--- config.mk ---
export PLATFORM = sky130hd
export DESIGN_NAME = tlik_sqrt_cell
export DESIGN_NICKNAME = d
export VERILOG_FILES = /design/src/sv/tlik_pkg.sv /design/src/sv/tlik_sqrt_cell.sv
export SDC_FILE = /design/constraint.sdc
export NUM_CORES = 1
export LEC_CHECK = 0
export BUFFER_PORTS_ARGS = -buffer_cell sky130_fd_sc_hd__buf_2
export CORE_MARGIN = 4
export CORE_UTILIZATION = 28
export DETAILED_ROUTE_END_ITERATION = 6
export RECOVER_POWER = 50
export SLEW_MARGIN = 30
export SYNTH_ARGS = -nofsm -noshare
export SYNTH_HDL_FRONTEND = slang
export SYNTH_SLANG_ARGS = --single-unit
--- constraint.sdc ---
create_clock -name clock -period 11.35 [get_ports clock]
set_input_delay 0.5675 -clock clock [delete_from_list [all_inputs] [get_ports clock]]
set_output_delay 0.5675 -clock clock [all_outputs]
set_load 0.01 [all_outputs]
--- src/sv/tlik_pkg.sv ---
`timescale 1ns / 1ps
`default_nettype none
package tlik_pkg;
   localparam int CordicStepsDefault = 16;
   localparam int TableLen = 24;
   localparam int XW = 18;
   localparam int LW = 16;
   localparam int ElbowW = 16;
   localparam int ShoulderW = 18;
   localparam int CfgIdxW = 1;
   localparam logic [CfgIdxW-1:0] RegUpper = 1'b0;
   localparam logic [CfgIdxW-1:0] RegLower = 1'b1;
   localparam logic [LW-1:0] UpperReset = 16'd28160;
   localparam logic [LW-1:0] LowerReset = 16'd46080;
   localparam int DivSteps = 29;
   localparam int SqrtSteps = 29;
   localparam logic signed [35:0] Deg90Q16 = 36'sd5898240;
   localparam int ElbowMax = 46080;
   localparam int ShoulderMin = -92160;
   localparam int ShoulderMax = 46080;

   // atan(2^-i) in 1/65536 degree
   function automatic logic signed [35:0] atan_q16(input int i);
      logic signed [35:0] r;
      case (i)
         0: r = 36'sd2949120;  1: r = 36'sd1740967;  2: r = 36'sd919879;
         3: r = 36'sd466945;   4: r = 36'sd234379;   5: r = 36'sd117304;
         6: r = 36'sd58666;    7: r = 36'sd29335;    8: r = 36'sd14668;
         9: r = 36'sd7334;     10: r = 36'sd3667;    11: r = 36'sd1833;
         12: r = 36'sd917;     13: r = 36'sd458;     14: r = 36'sd229;
         15: r = 36'sd115;     16: r = 36'sd57;      17: r = 36'sd29;
         18: r = 36'sd14;      19: r = 36'sd7;       20: r = 36'sd4;
         21: r = 36'sd2;       22: r = 36'sd1;       default: r = 36'sd0;
      endcase
      return r;
   endfunction

   // sideband that rides along the chain
   typedef struct packed {
      logic signed [XW-1:0] x;
      logic signed [XW-1:0] y;
      logic [LW-1:0]        l1;
      logic [LW-1:0]        l2;
      logic                 flag;
   } side_type;
endpackage
`default_nettype wire

--- src/sv/tlik_sqrt_cell.sv ---
`timescale 1ns / 1ps
`default_nettype none
// one root bit per cell, digit-by-digit
module tlik_sqrt_cell import tlik_pkg::*; (
   input  wire logic        clock,
   input  wire logic        en,
   input  wire logic [5:0]  pos,
   input  wire logic [56:0] v_in,
   input  wire logic [28:0] r_in,
   input  wire logic signed [29:0] c_in,
   input  wire side_type    side_in,
   output logic [56:0] v_out,
   output logic [28:0] r_out,
   output logic signed [29:0] c_out,
   output side_type    side_out
);
   // trial = (4r + 1) << 2pos, r holds the high root bits so far
   logic [58:0] trial;
   logic        take;
   assign trial = 59'({r_in, 2'b01}) << {pos, 1'b0};
   assign take = {2'b00, v_in} >= trial;
   always_ff @(posedge clock) begin
      if (en) begin
         v_out <= take ? v_in - trial[56:0] : v_in;
         r_out <= {r_in[27:0], take};
         c_out <= c_in;
         side_out <= side_in;
      end
   end
endmodule
`default_nettype wire

After elaboration in Yosys (flattened, before gate mapping). Cells that the tools add are included.

Add/sub/neg operators: 1. Magnitude comparators: 1. Shifts and indexed selects: 1. Mux-type cells: 1.

Operator list (count): >= comparator 57 x 59 -> 1 bit (1); left shift 31 x 7 -> 59 bit (1); two-way mux 57 bit (1); subtractor 57 bit (1).

Register bits: 185. Input port bits: 193. Output and inout port bits: 185. Word-level logic and storage cells: 12.

Logic depth before layout (Yosys ltp).
Depth in word-level cells: 3. Mapped depth: 25.

Least setup slack after synthesis. Ideal clock, no wire load.

Kind: input -> register. From: input pos[0]. To: register v_out[45] (data pin). Arrival: 4601 ps. Required time: 11090 ps. Path slack: 6489 ps. Cell stages on the path: 23. Buffers on the path: 6. Cell sequence: buf_2 buf_2 buf_2 buf_2 buf_1 nor2_1 a21oi_1 a22oi_1 nor2_1 a21oi_1 or2_2 ha_1 nand2_1 o21ai_0 a21oi_1 a21oi_1 a221o_1 a21o_1 a21oi_1 a221o_1 buf_6 inv_1 mux2_2.

Word-level cells in the longest chain between the ends: 3.

Ends and longest elaborated chain: start: declaration (line tlik_sqrt_cell.sv:7) `input wire logic [5:0] pos,`; left shift 31 x 7 -> 59 bit (line tlik_sqrt_cell.sv:20) `assign trial = 59'({r_in, 2'b01}) << {pos, 1'b0};`; >= comparator 57 x 59 -> 1 bit (line tlik_sqrt_cell.sv:21) `assign take = {2'b00, v_in} >= trial;`; via take (line tlik_sqrt_cell.sv:19) `logic take;`; two-way mux 57 bit (line tlik_sqrt_cell.sv:24) `v_out <= take ? v_in - trial[56:0] : v_in;`; end signal: assignment (line tlik_sqrt_cell.sv:24); end: declaration (line tlik_sqrt_cell.sv:12) `output logic [56:0] v_out,`.

The timed path passes the listed nets, and every way through them passes these cells. A chain may end at the register's enable or synchronous reset.

Worst setup path after layout.
From: input pos[2]. To: register v_out[45] (data pin).

Same word-level chain as after synthesis.

==> results.py <==
metrics = {
    "outcome": {
        "status": "finished with violations",
        "violations": "max-capacitance violations, max-slew violations",
    },
    "grt": {
        "gr-total-overflow": 0,
        "grt_pass1_vias": 9648,
        "grt_start_max_net_pins": 113,
        "track_usage": 0.1791,
        "antenna_found_initial": 9,
        "grt_first_pass_wirelength_um": 59510,
    },
    "worst_hold_path": {
        "holdPathStages": 1,
        "min_path_type": "in -> reg",
        "hold_start": "side_in[31]",
        "whs_endpoint": "side_out[31]$_DFFE_PP_",
    },
    "synth": {
        "syn_area_um2": 11330,
        "synthArstFlopShare": 0,
        "ys_types": 61,
        "synth_flop_cell": "edfxtp_1",
        "syn-num-nets": 1330,
        "synth_edf_count": 185,
        "syn_avg_cell_area_um2": 10.51,
        "synth_top_area_cell": "edfxtp_1",
        "yosysSeqAreaShare": 0.4904,
        "yosys-top-cells-area": "edfxtp_1 (49%), ha_1 (6.5%), nand2_1 (5.1%), o21ai_0 (4.6%), a21oi_1 (3.4%)",
        "ys_ff_latch": 185,
        "synth.most_common_cell": "edfxtp_1",
        "yosysWarnings": 0,
        "yosysTopAreaCellShare": 0.4904,
        "synth_common_cells": "edfxtp_1 (185), nand2_1 (153), o21ai_0 (103)",
        "syn-instance-count": 1078,
    },
    "worst_setup_path": {
        "path_class": "in -> reg",
        "cp_max_fo": 112,
        "cp-start-kind": "input port",
        "cp.arrival_ns": 5.86,
        "crit_path_end_kind": "flip-flop",
        "worstPathRequired_ns": 11.56,
    },
    "clock_tree": {
        "cts.clk_slew.worst_paths_ns": 0.08,
        "cts.sinks": 185,
        "cts_resized": 0,
        "cts.hold.buffers_added": 0,
        "cts_tree": "built",
        "htree_num_levels": 4,
        "cts_made_buffers": 17,
        "cts_buffer_depth": 2,
        "cts_setup_buffers": 0,
        "cts_root_buf": "clkbuf_16",
    },
    "timing": {
        "hold_violations": 0,
        "max_freq_mhz": 176.9,
        "fin_crit_sh": 0.4981,
        "tightest_slew_ns": 3.358,
        "fin_setup_tns_ns": 0,
        "period_needed_ns": 5.654,
        "rsz0062_at_grt": "no",
        "slew_viol_final": 62,
        "fin_ws_ns": 5.696,
        "maxSlewHeadroom": -1.239,
        "setup_viol": 0,
    },
    "floorplanning": {
        "core_um2": 39820,
        "fp.dieArea_um2": 43740,
        "initial_core_util": 0.2845,
        "die-height_um": 209.1,
        "fp-row-count": 73,
        "ioPinCount": 378,
        "die_x_um": 209.1,
    },
    "route": {
        "ant_nets": 0,
        "via_per_inst": 5.036,
        "drt_pre_antenna_iters": 6,
        "drc": 0,
        "vias": 9890,
        "wl_per_cell_um": 20.69,
        "drt-total-wl_um": 40640,
        "first_iter_violations": 718,
    },
    "finish": {
        "syn_to_final_growth_pct": 24.86,
        "finalNetCount": 1675,
        "drive_gt1_frac": 0.2416,
    },
    "power": {
        "ir_drop_mv": 0.1096,
        "p_per_area_nw_per_um2": 141.0,
        "leakagePower_nw": 5.505,
        "p_total_mw": 1.995,
    },
    "placement": {
        "gp_congestion": 0.9842,
        "port_buffers": 377,
        "dp_hpwl_um": 32980,
        "dpl_worst_slack_ns": 5.153,
    },
    "flow_run": {
        "maxCapViolations": 1,
    },
}
power by group:
group,total (mW),internal [mW],leakage (nW),switching (mW)
sequential,0.864,0.840,1.81,0.0240
combinational,0.514,0.193,3.41,0.321
clock,0.617,0.317,0.289,0.300
total,2.00,1.35,5.50,0.645
cells in the final DEF, fill, tap and decap left out, types with 5 or more instances in the layout:
master and instances:
buf_2 251, edfxtp_1 185, nand2_1 153, clkbuf_1 127, o21ai_0 103, a21oi_1 77, nor2_1 65, ha_1 59
a21o_1 29, nand2b_1 27, xor2_1 26, mux2i_1 24, xnor2_1 24, mux2_2 18, clkbuf_16 17, nor2b_1 16
nand3_1 16, nor3_1 16, and3_1 13, a22oi_1 13, or2_2 13, inv_1 12, mux4_2 12, nand4_1 11
o22ai_1 10, a211oi_1 8, o211ai_1 8, and2_1 7, o31ai_1 6, a31oi_1 6, o21bai_1 5, a211o_1 5
state kept, by name (all words and copies together) (netlist names):
signal	flops
v_out	57
r_out	29
side_out	69
c_out	30
worst max path at each step:
stage,start,endpoint,slack [ns]
after floorplan,pos[0],v_out[45]$_DFFE_PP_,6.49
after global placement,pos[2],v_out[8]$_DFFE_PP_,5.21
after detailed placement,pos[2],v_out[45]$_DFFE_PP_,5.15
after CTS,pos[2],v_out[45]$_DFFE_PP_,5.68
after global routing,pos[0],v_out[45]$_DFFE_PP_,5.45
final,pos[2],v_out[45]$_DFFE_PP_,5.70
final cells by class:
| cell class | instances | area (um^2) |
|---|---|---|
| repair buffers | 383 | 1782 |
| inverters | 13 | 48.80 |
| fillers | 4130 | 25680 |
| clock inverters | 14 | 178.9 |
| well taps | 525 | 656.9 |
| multi-input cells | 823 | 5487 |
| flip-flops and latches | 185 | 5555 |
| clock buffers | 18 | 429.2 |
| diodes | 3 | 7.507 |
layer usage:
metal  GRT usage  vias to the layer above  wire length, um
met1      0.2181                     4650            16350
met2      0.3081                      424            19810
li1            -                     4747                -
met5           0                        -               89
met3     0.04669                       57             3261
met4     0.06053                       12             1125
cells by family (layout without fill, tap and decap cells):
group / Yosys count / after routing / synth area share
xor gates and xnor gates: 50 / 50 / 0.03866
adders and majority gates: 59 / 59 / 0.06516
muxes: 54 / 54 / 0.06296
AOI/OAI and AO/OA: 305 / 305 / 0.1703
DFF: 185 / 185 / 0.4904
buffers and inverters: 70 / 428 / 0.02640
other: 0 / 3 / 0
and+or+nand+nor: 355 / 355 / 0.1461
critical path: stages:
cell and delay (ns):
buf_2 0.34, inv_1 0.26, buf_4 0.30, o31ai_1 0.90, mux2i_1 0.28, or3_1 0.42, ha_1 0.42, and3_1 0.28
nand2_1 0.12, o311ai_4 0.44, a21o_1 0.24, a21oi_1 0.09, a221o_2 0.34, buf_6 0.29, inv_1 0.18, mux2_2 0.34
metrics by stage:
stage                     instance area [um^2]  hold WS, ns  utilization  cells
after floorplan                          11330       0.6664            -   1078
after global placement                   13680       0.7443       0.3435   1929
after detailed placement                 13680       0.7457       0.3435   1929
after CTS                                14290       0.2407       0.3588   1961
after global routing                     14140       0.2445       0.3551   1963
final                                    14140       0.2763       0.3552   1964
No activity file was read; power rests on OpenSTA's default activity.
