===== config.mk =====
export PLATFORM = sky130hd
export DESIGN_NAME = tlik_cordic_cell
export DESIGN_NICKNAME = d
export VERILOG_FILES = /design/src/sv/tlik_pkg.sv /design/src/sv/tlik_cordic_cell.sv
export SDC_FILE = /design/constraint.sdc
export NUM_CORES = 1
export LEC_CHECK = 0
export ABC_AREA = 1
export BUFFER_PORTS_ARGS = -buffer_cell sky130_fd_sc_hd__clkbuf_2
export CAP_MARGIN = 10
export CELL_PAD_IN_SITES_DETAIL_PLACEMENT = 1
export CELL_PAD_IN_SITES_GLOBAL_PLACEMENT = 2
export CORE_MARGIN = 1
export CORE_UTILIZATION = 33
export DETAILED_ROUTE_END_ITERATION = 10
export GPL_TIMING_DRIVEN = 0
export PLACE_DENSITY_LB_ADDON = 0.1
export SLEW_MARGIN = 20
export SYNTH_ARGS = -nofsm -noshare
export SYNTH_HDL_FRONTEND = slang
export SYNTH_SLANG_ARGS = --single-unit

===== constraint.sdc =====
create_clock -name clock -period 6.8 [get_ports clock]
set_input_delay 0.68 -clock clock [delete_from_list [all_inputs] [get_ports clock]]
set_output_delay 0.68 -clock clock [all_outputs]
set_load 0.01 [all_outputs]

===== src/sv/tlik_pkg.sv =====
`timescale 1ns / 1ps
`default_nettype none
package tlik_pkg;
   localparam int CordicStepsDefault = 16;
   localparam int TableLen = 24;
   localparam int XW = 18;
   localparam int LW = 16;
   localparam int ElbowW = 16;
   localparam int ShoulderW = 18;
   localparam int CfgIdxW = 1;
   localparam logic [CfgIdxW-1:0] RegUpper = 1'b0;
   localparam logic [CfgIdxW-1:0] RegLower = 1'b1;
   localparam logic [LW-1:0] UpperReset = 16'd28160;
   localparam logic [LW-1:0] LowerReset = 16'd46080;
   localparam int DivSteps = 29;
   localparam int SqrtSteps = 29;
   localparam logic signed [35:0] Deg90Q16 = 36'sd5898240;
   localparam int ElbowMax = 46080;
   localparam int ShoulderMin = -92160;
   localparam int ShoulderMax = 46080;

   // atan(2^-i) in 1/65536 degree
   function automatic logic signed [35:0] atan_q16(input int i);
      logic signed [35:0] r;
      case (i)
         0: r = 36'sd2949120;  1: r = 36'sd1740967;  2: r = 36'sd919879;
         3: r = 36'sd466945;   4: r = 36'sd234379;   5: r = 36'sd117304;
         6: r = 36'sd58666;    7: r = 36'sd29335;    8: r = 36'sd14668;
         9: r = 36'sd7334;     10: r = 36'sd3667;    11: r = 36'sd1833;
         12: r = 36'sd917;     13: r = 36'sd458;     14: r = 36'sd229;
         15: r = 36'sd115;     16: r = 36'sd57;      17: r = 36'sd29;
         18: r = 36'sd14;      19: r = 36'sd7;       20: r = 36'sd4;
         21: r = 36'sd2;       22: r = 36'sd1;       default: r = 36'sd0;
      endcase
      return r;
   endfunction

   // sideband that rides along the chain
   typedef struct packed {
      logic signed [XW-1:0] x;
      logic signed [XW-1:0] y;
      logic [LW-1:0]        l1;
      logic [LW-1:0]        l2;
      logic                 flag;
   } side_type;
endpackage
`default_nettype wire


===== src/sv/tlik_cordic_cell.sv =====
`timescale 1ns / 1ps
`default_nettype none
// one vectoring micro-rotation for two independent atan2 lanes
module tlik_cordic_cell import tlik_pkg::*; #(
   parameter int Step = 0
) (
   input  wire logic clock,
   input  wire logic en,
   input  wire logic signed [63:0] ax_in, ay_in, bx_in, by_in,
   input  wire logic signed [35:0] az_in, bz_in,
   input  wire logic signed [35:0] ez_in,
   input  wire logic flag_in,
   output logic signed [63:0] ax_out, ay_out, bx_out, by_out,
   output logic signed [35:0] az_out, bz_out,
   output logic signed [35:0] ez_out,
   output logic flag_out
);
   localparam logic signed [35:0] Ang = atan_q16(Step);
   always_ff @(posedge clock) begin
      if (en) begin
         if (ay_in > 0) begin
            ax_out <= ax_in + (ay_in >>> Step);
            ay_out <= ay_in - (ax_in >>> Step);
            az_out <= az_in + Ang;
         end else begin
            ax_out <= ax_in - (ay_in >>> Step);
            ay_out <= ay_in + (ax_in >>> Step);
            az_out <= az_in - Ang;
         end
         if (by_in > 0) begin
            bx_out <= bx_in + (by_in >>> Step);
            by_out <= by_in - (bx_in >>> Step);
            bz_out <= bz_in + Ang;
         end else begin
            bx_out <= bx_in - (by_in >>> Step);
            by_out <= by_in + (bx_in >>> Step);
            bz_out <= bz_in - Ang;
         end
         ez_out <= ez_in;
         flag_out <= flag_in;
      end
   end
endmodule
`default_nettype wire


Word-level counts from Yosys, hierarchy flattened
Cells that the tools add are included.
{ "classes": {"muxes": 6, "order_cmp": 2, "n_addsub": 10} }
{ "op_table": {"columns": ["cell", "n"], "rows": [
  ["64-bit two-way mux", 4],
  ["64-bit subtractor", 4],
  ["64-bit adder", 2],
  ["64-bit by 1-bit greater-than comparator with 1-bit output (second input constant)", 2],
  ["36-bit by 23-bit adder with 36-bit output (second input constant)", 2],
  ["36-bit two-way mux", 2],
  ["36-bit by 23-bit subtractor with 36-bit output (second input constant)", 2]
]} }
{ "totals": {"register_bits": 365, "output_inout_bits": 365} }

Depth between registers and ports, before layout
{ "depth": {"word_depth": 2, "ltp_mapped": 24, "ltp_nobuf": 22} }

Least setup slack after synthesis
No wires, ideal clock.
{ "synth_path": {"path_kind": "input to register", "startpoint": "input port by_in[3]", "endpoint": "register bz_out[33], data pin", "required_ns": 6.541, "n_path_buf": 2, "setup_ns": 0.259, "arrival_ns": 3.073, "cell_stages": 17, "setup_slack_ns": 3.468, "cell_sequence": "nor4_1 nand4_1 nor2_1 nand2_1 nand2_2 buf_4 buf_2 ha_1 a21oi_1 o21ai_0 a21oi_1 inv_1 nand3_1 nand2_1 nand2_1 nand2_1 xor2_1"} }
{ "synth_between": {"elab_chain_len": 2} }
{ "synth_rtl": {"columns": ["element", "line", "rtl"], "rows": [
  ["from (decl)", "tlik_cordic_cell.sv:9", "input wire logic signed [63:0] ax_in, ay_in, bx_in, by_in,"],
  ["64-bit by 1-bit greater-than comparator with 1-bit output", "tlik_cordic_cell.sv:30", "if (by_in > 0) begin"],
  ["36-bit two-way mux", "tlik_cordic_cell.sv:30", null],
  ["to (signal assigned)", "tlik_cordic_cell.sv:33", "bz_out <= bz_in + Ang;"],
  ["to (signal assigned)", "tlik_cordic_cell.sv:37", "bz_out <= bz_in - Ang;"],
  ["to (decl)", "tlik_cordic_cell.sv:14", "output logic signed [35:0] az_out, bz_out,"]
]} }
Every way passes these cells.
A chain may end at the register's enable or synchronous reset.

Final worst setup path
{ "layout_path": {"startpoint": "input port ay_in[0]", "endpoint": "register az_out[35], data pin"} }
{ "layout_between": {"elab_chain_len": 2} }
{ "layout_rtl": {"columns": ["element", "line", "rtl"], "rows": [
  ["from (decl)", "tlik_cordic_cell.sv:9", null],
  ["64-bit by 1-bit greater-than comparator with 1-bit output", "tlik_cordic_cell.sv:21", "if (ay_in > 0) begin"],
  ["36-bit two-way mux", "tlik_cordic_cell.sv:21", null],
  ["to (signal assigned)", "tlik_cordic_cell.sv:24", "az_out <= az_in + Ang;"],
  ["to (signal assigned)", "tlik_cordic_cell.sv:28", "az_out <= az_in - Ang;"],
  ["to (decl)", "tlik_cordic_cell.sv:14", null]
]} }
Every way passes these cells.

==> flow_metrics.tcl <==
set metrics [dict create \
    outcome "finished clean" \
    synth-simple-area-share_pct 38.0 \
    final_common_cell "nand2_1" \
    coreArea_um2 142000 \
    numCtsBuffers 45 \
    dp_hpwl_um 229000 \
    die_x_um 381 \
    syn2layout_area_growth_pct 16.2 \
    finish.utilization_pct 38.8 \
    crit_fanout 25 \
    ir_drop_mv 0.188 \
    avgSynthCellArea_um2 5.89 \
    grt_antenna_before_repair 19 \
    synth_mux_area_share_pct 0 \
    finalHoldViolations 0 \
    synth_compound_area_share_pct 9.17 \
    slowest_stage "buf_2" \
    slew_viol_final 0 \
    fillCellCount 19400 \
    ys_seq_area_share_pct 23.0 \
    synthCells 8052 \
    p_per_area_nw_per_um2 183 \
    grt_start_max_net_pins 93 \
    finalSetupViolCount 0 \
    yosys_warnings 0 \
    final_nets 9624 \
    seqCellArea_um2 10900 \
    h-tree-depth 2 \
    multi_input_area_um2 29400 \
    crit_start "ay_in[0]" \
    cap_violations 0 \
    cts_buffer_depth 3 \
    layout-drive-gt1-share_pct 11.5 \
    p_leak_nw 31.3 \
    synth_top_family_by_area "simple AND/OR/NAND/NOR gates" \
    gp_congestion 1.00 \
    postCtsResizedCells 0 \
    start_kind "input port" \
    rows 138 \
    layout_common_cells "nand2_1 (2980), inv_1 (1637), clkbuf_2 (740)" \
    syn_nets 8841 \
    cts_root_buf "clkbuf_16" \
    slew_headroom_pct 19.0 \
    cts_tree "done" \
    dpl-instance-area_um2 53600 \
    synthXorXnorAreaFrac_pct 3.47 \
    grtUsageTotal_pct 35.4 \
    synthDistinctLibCells 44 \
    rsz0062_at_grt "no" \
    worstHoldPathType "input port to register" \
    vias_per_cell 5.09 \
    drc 0 \
    yosys.area_share.adder_pct 11.3 \
    critPathRequiredTime_ns 7.22 \
    cp_data_arrival_time_ns 5.82 \
    initial_utilization_pct 33.4 \
    die-area_um2 145000 \
    fin_setup_tns_ns 0 \
    cp_cell_sequence "clkbuf_2 > inv_1 > nand3_1 > nor3_2 > buf_4 > nand3_1 > nor2_1 > nand2_1 > nand2_2 > buf_2 > buf_2 > ha_1 > nand2_1 > nand2_1 > o21ai_0 > inv_1 > a21oi_1 > inv_1 > nand2_1 > nand2_1 > nand3_1 > nand2_1 > nand3_1 > nand2_1" \
    grt_pass1_vias 56100 \
    fin_crit_ns 5.40 \
    synth_area_um2 47400 \
    clkTransAtPathRegs_ns 0.06 \
    synth-seq-cells 363 \
    grt_overflow_total 0 \
    port_buffers 731 \
    period_share_pct 79.4 \
    final_area_um2 55100 \
    path_common_cell "nand2_1" \
    worst_slew_pin_slew_ns 1.22 \
    cp-end-kind "register" \
    holdBufCountCts 0 \
    timing.fmax_ghz 0.185 \
    ios 732 \
    crit_type "input port to register" \
    cts_post_setup_buffers_inserted 0 \
    ant_nets 0 \
    drtPass1Iterations 5 \
    dieHeight_um 381 \
    crit_path_end "az_out[35]" \
    max_stage_delay_ns 0.76 \
    wirelength_um 264000 \
    grt_pass1_wl_um 374000 \
    num_vias 54900 \
    clock-sinks 363 \
    p_total_mw 10.1 \
    min_path_cells 1 \
    dr.first_iter.drc_count 3485 \
    avgRoutedWirePerCell_um 24.5 \
]
==> report_power, final <==
group          switching (mW)  internal (mW)
Clock                    1.09           1.42
Combinational            3.35           1.28
Sequential             0.0899           2.86
==> metrics by stage <==
stage | hold slack (ns) | instances | setup slack (ns)
2_1_floorplan | 0.779 | 8052 | 3.47
3_3_place_gp | 0.857 | 10700 | -1.08
3_5_place_dp | 0.859 | 10700 | 0.680
4_1_cts | 0.152 | 10800 | 1.38
5_1_grt | 0.169 | 10800 | 1.32
6_report | 0.189 | 10800 | 1.40
==> sequential cells by signal, indices dropped and copies added (netlist names) <==
register  cells
flag_out      1
bx_out       64
bz_out       36
by_out       63
ay_out       63
az_out       36
ax_out       64
ez_out       36
==> routing by layer <==
metal  GRT usage, %  routed length [µm]  vias to the layer above
met5              0                  28                        -
met4           19.9               16800                        4
met3           3.51               11700                      446
met2           61.6              127000                     1545
met1           42.4              109000                    26500
li1               -                   -                    26400
==> worst max-delay path: cells and delay by family <==
kind	cells	cell delay, ns
compound gates	2	0.42
buf+inv	7	1.94
simple gates	14	2.38
fa+ha+maj	1	0.37
==> how the worst min path moves through the flow <==
| stage | start | slack [ns] | to |
|---|---|---|---|
| detailed placement | ez_in[25] | 0.86 | ez_out[25] |
| finish | az_in[13] | 0.19 | az_out[13] |
| global route | az_in[11] | 0.17 | az_out[11] |
| global placement | ez_in[7] | 0.86 | ez_out[7] |
| floorplan | az_in[0] | 0.78 | az_out[0] |
| CTS | ez_in[24] | 0.15 | ez_out[24] |
==> final cells by class <==
cell class                 instances  area share (%)
antenna                           14          0.0636
buffer                           177            1.89
clock buffer                      55            2.11
clock inverter                    26           0.574
inverter                        1643            11.2
multi-input combinational       5869            53.2
sequential                       363            19.8
tap                             1890            4.29
timing repair buffer             736            6.87
==> cells by family (layout without fill, tap and decap cells) <==
group           after synthesis  after routing
compound gates              817            817
buf+inv                    1820           2637
other cells                   0             14
fa+ha+maj                   422            422
simple gates               4442           4442
xor+xnor                    188            188
flops                       363            363
==> synth_stat cells (all sizes together) <==
master	n	share of area, %
xnor2	9	0.17
nor2	636	5.1
and2	2	0.026
clkbuf	21	0.17
nor4	23	0.30
and3	1	0.013
nand3b	7	0.12
or2	2	0.026
a211oi	2	0.032
o21ai	306	3.2
nand4	89	1.2
a31oi	10	0.13
ha	414	11
o211ai	1	0.016
fa	8	0.34
buf	156	2.0
nand2	2991	24
o21a	4	0.063
nand3	635	6.7
a21boi	4	0.063
xor2	179	3.3
inv	1643	13
a21oi	409	4.3
a21o	16	0.25
o2111ai	2	0.037
nor3	56	0.74
edfxtp	363	23
o221a	1	0.024
o21bai	62	0.98
No activity file was read; power rests on OpenSTA's default activity.
