===== config.mk =====
export PLATFORM = sky130hd
export DESIGN_NAME = tlik_div_cell
export DESIGN_NICKNAME = d
export VERILOG_FILES = /design/src/sv/tlik_pkg.sv /design/src/sv/tlik_div_cell.sv
export SDC_FILE = /design/constraint.sdc
export NUM_CORES = 1
export LEC_CHECK = 0
export BUFFER_PORTS_ARGS = -buffer_cell sky130_fd_sc_hd__buf_2
export CORE_ASPECT_RATIO = 0.9
export CORE_MARGIN = 10
export CORE_UTILIZATION = 52
export CTS_CLUSTER_SIZE = 24
export DETAILED_ROUTE_END_ITERATION = 10
export PLACE_DENSITY = 0.88
export SYNTH_ARGS = -nofsm -noshare
export SYNTH_HDL_FRONTEND = slang
export SYNTH_SLANG_ARGS = --single-unit

===== constraint.sdc =====
create_clock -name clock -period 5.8 [get_ports clock]
set_input_delay 0.29 -clock clock [delete_from_list [all_inputs] [get_ports clock]]
set_output_delay 0.29 -clock clock [all_outputs]
set_load 0.1 [all_outputs]

===== src/sv/tlik_pkg.sv =====
`timescale 1ns / 1ps
`default_nettype none
package tlik_pkg;
   localparam int CordicStepsDefault = 16;
   localparam int TableLen = 24;
   localparam int XW = 18;
   localparam int LW = 16;
   localparam int ElbowW = 16;
   localparam int ShoulderW = 18;
   localparam int CfgIdxW = 1;
   localparam logic [CfgIdxW-1:0] RegUpper = 1'b0;
   localparam logic [CfgIdxW-1:0] RegLower = 1'b1;
   localparam logic [LW-1:0] UpperReset = 16'd28160;
   localparam logic [LW-1:0] LowerReset = 16'd46080;
   localparam int DivSteps = 29;
   localparam int SqrtSteps = 29;
   localparam logic signed [35:0] Deg90Q16 = 36'sd5898240;
   localparam int ElbowMax = 46080;
   localparam int ShoulderMin = -92160;
   localparam int ShoulderMax = 46080;

   // atan(2^-i) in 1/65536 degree
   function automatic logic signed [35:0] atan_q16(input int i);
      logic signed [35:0] r;
      case (i)
         0: r = 36'sd2949120;  1: r = 36'sd1740967;  2: r = 36'sd919879;
         3: r = 36'sd466945;   4: r = 36'sd234379;   5: r = 36'sd117304;
         6: r = 36'sd58666;    7: r = 36'sd29335;    8: r = 36'sd14668;
         9: r = 36'sd7334;     10: r = 36'sd3667;    11: r = 36'sd1833;
         12: r = 36'sd917;     13: r = 36'sd458;     14: r = 36'sd229;
         15: r = 36'sd115;     16: r = 36'sd57;      17: r = 36'sd29;
         18: r = 36'sd14;      19: r = 36'sd7;       20: r = 36'sd4;
         21: r = 36'sd2;       22: r = 36'sd1;       default: r = 36'sd0;
      endcase
      return r;
   endfunction

   // sideband that rides along the chain
   typedef struct packed {
      logic signed [XW-1:0] x;
      logic signed [XW-1:0] y;
      logic [LW-1:0]        l1;
      logic [LW-1:0]        l2;
      logic                 flag;
   } side_type;
endpackage
`default_nettype wire


===== src/sv/tlik_div_cell.sv =====
`timescale 1ns / 1ps
`default_nettype none
// one restoring quotient bit per cell
module tlik_div_cell import tlik_pkg::*; (
   input  wire logic        clock,
   input  wire logic        en,
   input  wire logic [62:0] rem_in,
   input  wire logic [34:0] den_in,
   input  wire logic [28:0] quo_in,
   input  wire logic [5:0]  shift,
   input  wire side_type    side_in,
   input  wire logic        neg_in,
   input  wire logic        sat_in,
   input  wire logic [28:0] sat_val_in,
   output logic [62:0] rem_out,
   output logic [34:0] den_out,
   output logic [28:0] quo_out,
   output side_type    side_out,
   output logic        neg_out,
   output logic        sat_out,
   output logic [28:0] sat_val_out
);
   logic [62:0] trial;
   logic        take;
   assign trial = {28'd0, den_in} << shift;
   assign take = rem_in >= trial;
   always_ff @(posedge clock) begin
      if (en) begin
         rem_out <= take ? rem_in - trial : rem_in;
         quo_out <= {quo_in[27:0], take};
         den_out <= den_in;
         side_out <= side_in;
         neg_out <= neg_in;
         sat_out <= sat_in;
         sat_val_out <= sat_val_in;
      end
   end
endmodule
`default_nettype wire


* Word level (Yosys, flattened, before mapping)
Index checks and enable logic that the tools add are counted.
** Word-level totals
- Register bits :: 227
- Input bits :: 235
- Word-level logic and storage cells :: 15
** Operators by class
- Add/subtract/negate cells :: 1
- Magnitude comparators :: 1
- Shift operators :: 1
- Mux-type cells :: 1
** Operators with widths (number)
- $ge 63x63->1 :: 1
- $mux 63 :: 1
- $shl 35x6->63 :: 1
- $sub 63x63->63 :: 1

* Depth between registers and ports, before layout
Gate-level depths: netlist of the first run.
- Depth in word-level cells :: 3
- Gate-level depth with buffers :: 24
- Depth with buffers taken out :: 19

* Worst setup path before layout of the first run
No wires, ideal clock.
- Path type :: in2reg
- Start point :: input port shift[0]
- End point :: register rem_out[1], data pin
- Library setup time :: 0.262 ns
- Arrival :: 4.278 ns
- Data required time :: 5.538 ns
- Slack :: 1.260 ns
- Cell stages on the path :: 20
- Buffers on the path :: 5
- Cells stage by stage :: clkbuf_1 buf_2 mux4_2 and2_1 nor3_1 a21oi_1 a22oi_1 o22a_1 ha_1 buf_2 and4_1 nor4b_2 nand4b_1 a211oi_2 a2111oi_2 o2111ai_2 nand2_2 buf_6 buf_8 mux2_1
** On the way
- Word-level cells in the longest chain between the ends :: 3
** Ends and longest elaborated chain
- from (decl) :: line tlik_div_cell.sv:10 : input wire logic [5:0] shift,
- $shl 35x6->63 (*) :: line tlik_div_cell.sv:25 : assign trial = {28'd0, den_in} << shift;
- $sub 63x63->63 / $ge 63x63->1 (equally long branches) :: line tlik_div_cell.sv:29, tlik_div_cell.sv:26
- $mux 63 (*) :: line tlik_div_cell.sv:29 : rem_out <= take ? rem_in - trial : rem_in;
- to (signal assigned) :: line tlik_div_cell.sv:29
- to (decl) :: line tlik_div_cell.sv:15 : output logic [62:0] rem_out,
Every way passes the cells marked *; elsewhere a longest branch is shown, timed or not.
A chain may end at the register's enable or synchronous reset.

* Worst setup path in the final report of the first run
- Start point :: input port den_in[9]
- End point :: register rem_out[6], data pin
** On the way
- Word-level cells in the longest chain between the ends :: 3
** Ends and longest elaborated chain
- from (decl) :: line tlik_div_cell.sv:8 : input wire logic [34:0] den_in,
- $shl 35x6->63 (*) :: line tlik_div_cell.sv:25
- $sub 63x63->63 / $ge 63x63->1 (equally long branches) :: line tlik_div_cell.sv:29, tlik_div_cell.sv:26
- $mux 63 (*) :: line tlik_div_cell.sv:29
Marks and branches as above.

==> results.ini, run 1 <==
[yosys]
flip_flop_and_latch_count_after_synthesis = 227
synthesis.area_per_instance_sq_um = 10.5
synth-seq-area-share_pct = 48.7
post_synth_inst_count = 1338
synth_nets = 1643
synth.cell_area_sq_um = 14000
synthesis.yosys.warnings = 0
number_of_flops_mapped_to_enable_cells_by_yosys = 227
synth_flop_cell = sky130_fd_sc_hd__edfxtp_1
cell_variety_after_synth = 77
share_of_synthesized_registers_carrying_an_async_set_or_reset_pct = 0

[clocking]
cts_max_path_bufs = 3
h-tree-depth = 1
cts.clk_slew.worst_paths_ps = 60
cts.sink_count = 227
cts_tree = done
cts_resized = 0
clock_tree.root_cell = sky130_fd_sc_hd__clkbuf_16
numCtsBuffers = 24

[floorplanning]
core_region_area_sq_um = 26300
boundaryPins = 462
rows = 56
die-width_um = 193
die_y_um = 176
die-area_sq_um = 33900
floorplan.initialDensity_pct = 53.3

[timing]
finalHoldViolCount = 0
max-slew-margin-rel_pct = 29.3
rsz_0062_raised_after_global_routing = false
maxClockFrequency_ghz = 0.197
totalNegativeSetupSlack_ps = 0
post-route-period-util_pct = 87.6
worst_pin_slew_ps = 1060
setup_viol = 0
whs_ps = 9.25
timing_max_transition_violations_final = 0
min_period_ps = 5080

[placement]
detailedPlacementHpwl_um = 40600
numPortBuffers = 460
globalplace.congestion = 1.00

[worst_setup_path]
timing.critical_path.arrival_ps = 5350
cp.required_ps = 6070
worstPathMaxFanout = 41
critical_path_class = in -> reg
crit_path_end_kind = flip-flop
timing.critical_path.from_type = primary input
crit_path_start = den_in[9]

[layout]
flow.area_growth_from_synthesis_pct = 35.9
final_core_utilization_pct = 72.5
final_nets = 2245
layout-drive-gt1-share_pct = 30.5

[grt]
antenna_found_initial = 6
via_count_of_the_first_global_routing_pass = 13300
maximum_number_of_pins_on_one_net_before_global_route_repair = 82
gr-total-overflow = 0
grt_pass1_wl_um = 81700
grt_usage_pct = 31.2

[route]
detail_route_antenna_nets = 0
final_wirelength_um = 55600
drt-initial-drc-count = 1457
highest_layer = met5
detailroute.via_count = 13600
routedWlPerCell_um = 24.1
drc = 0
met2_length_um = 27700
drt_first_pass_iters = 5
detail_route.vias_per_cell = 5.91
met3WireLength_um = 5540
met1Wirelength_um = 20200

[power]
p_per_area_nw_per_um2 = 345
p_leak_nw = 7.95
vdd_ir_drop_max_mv = 0.240
total_power_w = 0.00657

[run]
timing.max_cap.violations = 0

[hold_path]
timing.hold.worst.class = in -> reg
hold_path_origin = den_in[15]

[status]
status = finished, final reports clean

==> power breakdown <==
group / internal [W] / switching [W] / leakage [nW]
Sequential: 0.00205 / 0.0000565 / 2.22
Clock: 0.000797 / 0.000648 / 0.339
Combinational: 0.000704 / 0.00232 / 5.39
Total: 0.00355 / 0.00302 / 7.95
==> cells in the final DEF, fill, tap and decap left out, types with 7 or more instances in the layout <==
master                          instances
sky130_fd_sc_hd__ha_1                  69
sky130_fd_sc_hd__buf_4                 44
sky130_fd_sc_hd__dlygate4sd3_1        160
sky130_fd_sc_hd__o21bai_1              19
sky130_fd_sc_hd__xor2_1                25
sky130_fd_sc_hd__xnor2_1               29
sky130_fd_sc_hd__o22a_1                11
sky130_fd_sc_hd__nand4_1               33
sky130_fd_sc_hd__a22oi_1               14
sky130_fd_sc_hd__inv_1                 18
sky130_fd_sc_hd__nand2_1              209
sky130_fd_sc_hd__nor2_1                71
sky130_fd_sc_hd__nor3_1                17
sky130_fd_sc_hd__clkbuf_16             24
sky130_fd_sc_hd__a211oi_1              13
sky130_fd_sc_hd__and2_1                 8
sky130_fd_sc_hd__mux2i_1               42
sky130_fd_sc_hd__mux2_2                14
sky130_fd_sc_hd__a21oi_1              111
sky130_fd_sc_hd__o21ai_0              130
sky130_fd_sc_hd__o31ai_1               12
sky130_fd_sc_hd__mux4_2                19
sky130_fd_sc_hd__nand3_1               17
sky130_fd_sc_hd__clkinv_1               7
sky130_fd_sc_hd__buf_2                459
sky130_fd_sc_hd__edfxtp_1             227
sky130_fd_sc_hd__a21o_1                23
sky130_fd_sc_hd__o211ai_1              12
==> worst max-delay path, stage by stage <==
cell	delay (ps)
sky130_fd_sc_hd__dlygate4sd3_1	550
sky130_fd_sc_hd__buf_2	160
sky130_fd_sc_hd__mux4_2	490
sky130_fd_sc_hd__mux2_2	310
sky130_fd_sc_hd__o21ai_0	410
sky130_fd_sc_hd__o21ai_0	200
sky130_fd_sc_hd__a22oi_1	330
sky130_fd_sc_hd__ha_1	380
sky130_fd_sc_hd__a21oi_1	170
sky130_fd_sc_hd__o21a_1	180
sky130_fd_sc_hd__o21ai_0	80
sky130_fd_sc_hd__and3_1	190
sky130_fd_sc_hd__a2111oi_2	480
sky130_fd_sc_hd__o2111ai_2	320
sky130_fd_sc_hd__nand2_4	220
sky130_fd_sc_hd__buf_12	210
sky130_fd_sc_hd__buf_4	190
sky130_fd_sc_hd__o21ai_0	140
==> final cells by class <==
| type | instances | area (sq um) |
|---|---|---|
| timing repair buffer | 667 | 4300 |
| clock inverter | 13 | 97.6 |
| fill | 1859 | 7230 |
| clock buffer | 27 | 612 |
| sequential | 227 | 6820 |
| multi-input combinational | 1000 | 6690 |
| tap | 348 | 435 |
| antenna | 6 | 15.0 |
| inverter | 20 | 77.6 |
==> what timing repair did <==
item                                   in CTS  in global routing
setup endpoints to repair                   0                  0
endpoints found under the hold margin     160                  0
buffers inserted                            0                  0
hold buffers                              160                  0
==> flip-flops by register name, summed over array words and instances, names as in the netlist <==
| signal | cells |
|---|---|
| side_out | 69 |
| sat_out | 1 |
| neg_out | 1 |
| rem_out | 63 |
| den_out | 35 |
| sat_val_out | 29 |
| quo_out | 29 |
==> cells in the mapped netlist (all sizes together) (8+ instances only) <==
master	number	area (sq um)
buf	50	277
a211oi	15	123
xor2	25	219
mux2i	42	420
edfxtp	227	6820
o31ai	14	115
nand4	34	219
and2	8	50.1
o211ai	12	90.1
a21o	23	173
a22oi	14	105
nor3	18	95.1
a21oi	113	581
o22a	11	96.3
o21bai	19	143
ha	69	863
nand2	210	791
mux2	16	184
inv	20	77.6
clkbuf	41	156
xnor2	29	254
nand3	17	85.1
mux4	19	428
nor2	71	267
o21ai	135	676
==> through the flow <==
| step | worst slack (ps) | cell area (sq um) | cells |
|---|---|---|---|
| after CTS | 904 | 19000 | 2302 |
| after global routing | 537 | 19000 | 2307 |
| final | 722 | 19000 | 2308 |
| after floorplan | 1260 | 14000 | 1338 |
| after detailed placement | 521 | 16700 | 2102 |
| after global placement | 614 | 16700 | 2102 |
==> path summary, 6_finish.rpt <==
kind          end  slack, ps  depth (start not counted)
min   den_out[15]          9                          1
max    rem_out[6]        720                         18
==> per-layer routing <==
| metal | GRT usage (%) | up-vias |
|---|---|---|
| li1 | - | 6242 |
| met1 | 37.3 | 6495 |
| met2 | 53.5 | 772 |
| met3 | 7.01 | 134 |
| met4 | 11.8 | 2 |
| met5 | 0 | - |
==> cell families (layout without fill, tap and decap cells) <==
kind of cell             Yosys count  count (layout)  synth area share, %
AO/OA/AOI/OAI                    398             398                 17.8
buffers and inverters            111             727                 3.64
other                              0               6                    0
AND/OR/NAND/NOR                  401             401                 12.9
flip-flops                       227             227                 48.7
XOR/XNOR                          54              54                 3.38
multiplexers                      77              77                 7.37
adder cells (fa/ha/maj)           70              70                 6.31
Power figures use the tool's default switching activity.
==> inputs of run 2 (changes only) <==
- RECOVER_POWER: not set -> 50
==> run 2 against run 1 <==
  * Routed wire length down 0.38%
  * Flip-flop and latch count unchanged
  * Critical path type unchanged
  * Setup slack worse by 52 ps
  * Critical endpoint unchanged
  * The run now ends with max-capacitance violations, max-slew violations left
  * Final area down 0.66%
  * Count of clock-buffer cells in the layout unchanged
  * Critical path depth unchanged
  * First-iteration DRC count down 3.1%
  * Core utilization down 0.48 points
==> results.ini, run 2 (synthesis results as in run 1) <==
[hold_path]
timing.hold.worst.class = in -> reg

[worst_setup_path]
worstPathMaxFanout = 41  ; unchanged
timing.critical_path.slowest_cell_delay_ps = 550  ; about the same
cp_slowest_cell = sky130_fd_sc_hd__dlygate4sd3_1
critical_path_class = in -> reg
timing.critical_path.from_type = primary input
crit_path_end_kind = flip-flop
timing.critical_path.arrival_ps = 5400  ; +50 ps
path_common_cell = sky130_fd_sc_hd__o21ai_0
cp_cell_sequence = dlygate4sd3_1 > clkbuf_1 > mux4_2 > mux2_2 > o21ai_0 > o21ai_0 > a22oi_1 > ha_1 > a21oi_1 > o21a_1 > o21ai_0 > and3_1 > a2111oi_2 > o2111ai_2 > nand2_4 > buf_12 > buf_4 > o21ai_0
cp.required_ps = 6070  ; about the same

[power]
p_per_area_nw_per_um2 = 347  ; +0.48%
vdd_ir_drop_max_mv = 0.241  ; +0.38%
p_leak_nw = 7.70  ; -3.1%
total_power_w = 0.00656  ; -0.19%

[timing]
min_period_ps = 5130  ; +51.9 ps
totalNegativeSetupSlack_ps = 0  ; unchanged
max-slew-margin-rel_pct = -194  ; -220 points
post-route-period-util_pct = 88.5  ; +0.90 points
rsz_0062_raised_after_global_routing = false
timing_max_transition_violations_final = 232  ; +232
whs_ps = 49.3  ; +40.0 ps
finalHoldViolCount = 0  ; unchanged
worst_pin_slew_ps = 4400  ; +3340 ps
maxClockFrequency_ghz = 0.195  ; -1.0%
setup_viol = 0  ; unchanged

[route]
drc = 0  ; unchanged
routedWlPerCell_um = 24.0  ; -0.38%
detailroute.via_count = 13500  ; -0.74%
drt_first_pass_iters = 6  ; +1
final_wirelength_um = 55300  ; -0.38%
drt-initial-drc-count = 1412  ; -3.1%
detail_route_antenna_nets = 0  ; unchanged
detail_route.vias_per_cell = 5.87  ; -0.74%

[clocking]
cts.clk_slew.worst_paths_ps = 60  ; about the same
cts_max_path_bufs = 3  ; unchanged
cts.sink_count = 227  ; unchanged
numCtsBuffers = 24  ; unchanged
cts_tree = done
clock_tree.root_cell = sky130_fd_sc_hd__clkbuf_16
cts_setup_buffers = 0  ; unchanged
h-tree-depth = 1  ; unchanged

[layout]
final_cell_mix = 370 x sky130_fd_sc_hd__buf_2, 227 x sky130_fd_sc_hd__edfxtp_1, 209 x sky130_fd_sc_hd__nand2_1
largest_register_ffs = 69  ; unchanged
layout-drive-gt1-share_pct = 25.9  ; -4.6 points
final_common_cell = sky130_fd_sc_hd__buf_2
final_core_utilization_pct = 72.0  ; -0.48 points
multi_input_area_sq_um = 6690  ; unchanged
flow.area_growth_from_synthesis_pct = 35.0
final_nets = 2245  ; unchanged
final-seq-area_sq_um = 6820  ; unchanged
largestRegisters = side_out x69, rem_out x63, den_out x35
n_fill_cell = 1925  ; +3.6%
top_register = side_out

[floorplanning]
rows = 56  ; unchanged
die_y_um = 176  ; unchanged
core_region_area_sq_um = 26300  ; unchanged
die-area_sq_um = 33900  ; unchanged
floorplan.initialDensity_pct = 53.3  ; unchanged
die-width_um = 193  ; unchanged
boundaryPins = 462  ; unchanged

[grt]
antenna_found_initial = 6  ; unchanged
maximum_number_of_pins_on_one_net_before_global_route_repair = 82  ; unchanged
grtUsageMet3_pct = 7.01  ; unchanged
gr-total-overflow = 0  ; unchanged
met2_usage_pct = 53.5  ; unchanged
grt-busiest-layer = met2
grt_usage_pct = 31.2  ; unchanged
groute.layer.met1.usage_pct = 37.3  ; unchanged
via_count_of_the_first_global_routing_pass = 13300  ; unchanged
grt_pass1_wl_um = 81700  ; unchanged

[run]
timing.max_cap.violations = 3  ; +3

[status]
status = finished with violations
violations = max-capacitance violations, max-slew violations

[placement]
detailedPlacementHpwl_um = 40600  ; unchanged
numPortBuffers = 460  ; unchanged
globalplace.congestion = 1.00  ; unchanged

-- run 2: timing repair --
item / 4_1_cts / 5_1_grt
hold buffers: 160 / 0
gates resized for setup: 0 / 0
hold endpoints to repair: 160 / 0
-- run 2: worst paths after layout --
path	startpoint	endpoint	slack, ps	depth (start not counted)
max	den_in[9]	rem_out[6]	670	18
min	rem_in[9]	rem_out[9]	50	3
-- run 2: worst max-delay path: cells and delay by family --
kind                     cells  cell delay (ps)
AND/OR/NAND/NOR              2              410
buffers and inverters        4             1130
multiplexers                 2              810
AO/OA/AOI/OAI                9             2330
adder cells (fa/ha/maj)      1              380
-- run 2: per-layer routing --
layer	routed length, um	up-vias
li1	-	6240
met4	2050	2
met5	13	-
met3	5350	125
met2	27600	747
met1	20300	6430
-- run 2: final cells by class --
class / count / area share (%)
clock inverters: 13 / 0.516
diodes: 6 / 0.0794
repair buffers: 667 / 22.1
clock buffers: 27 / 3.23
well taps: 348 / 2.30
flip-flops and latches: 227 / 36.0
inverters: 20 / 0.410
multi-input cells: 1000 / 35.3
-- run 2: power breakdown --
group          switching [W]  total [W]  internal [W]  leakage [nW]
Clock               0.000647    0.00144      0.000797         0.339
Sequential         0.0000570    0.00211       0.00205          2.22
Combinational        0.00232    0.00301      0.000691          5.14
Total                0.00302    0.00656       0.00354          7.70
-- run 2: metrics by stage --
stage | setup WS (ps) | std cells | area (sq um)
final | 670 | 2308 | 18900
after global routing | 315 | 2307 | 18900
after CTS | 904 | 2302 | 19000
after detailed placement | 521 | 2102 | 16700
after global placement | 614 | 2102 | 16700
after floorplan | 1260 | 1338 | 14000
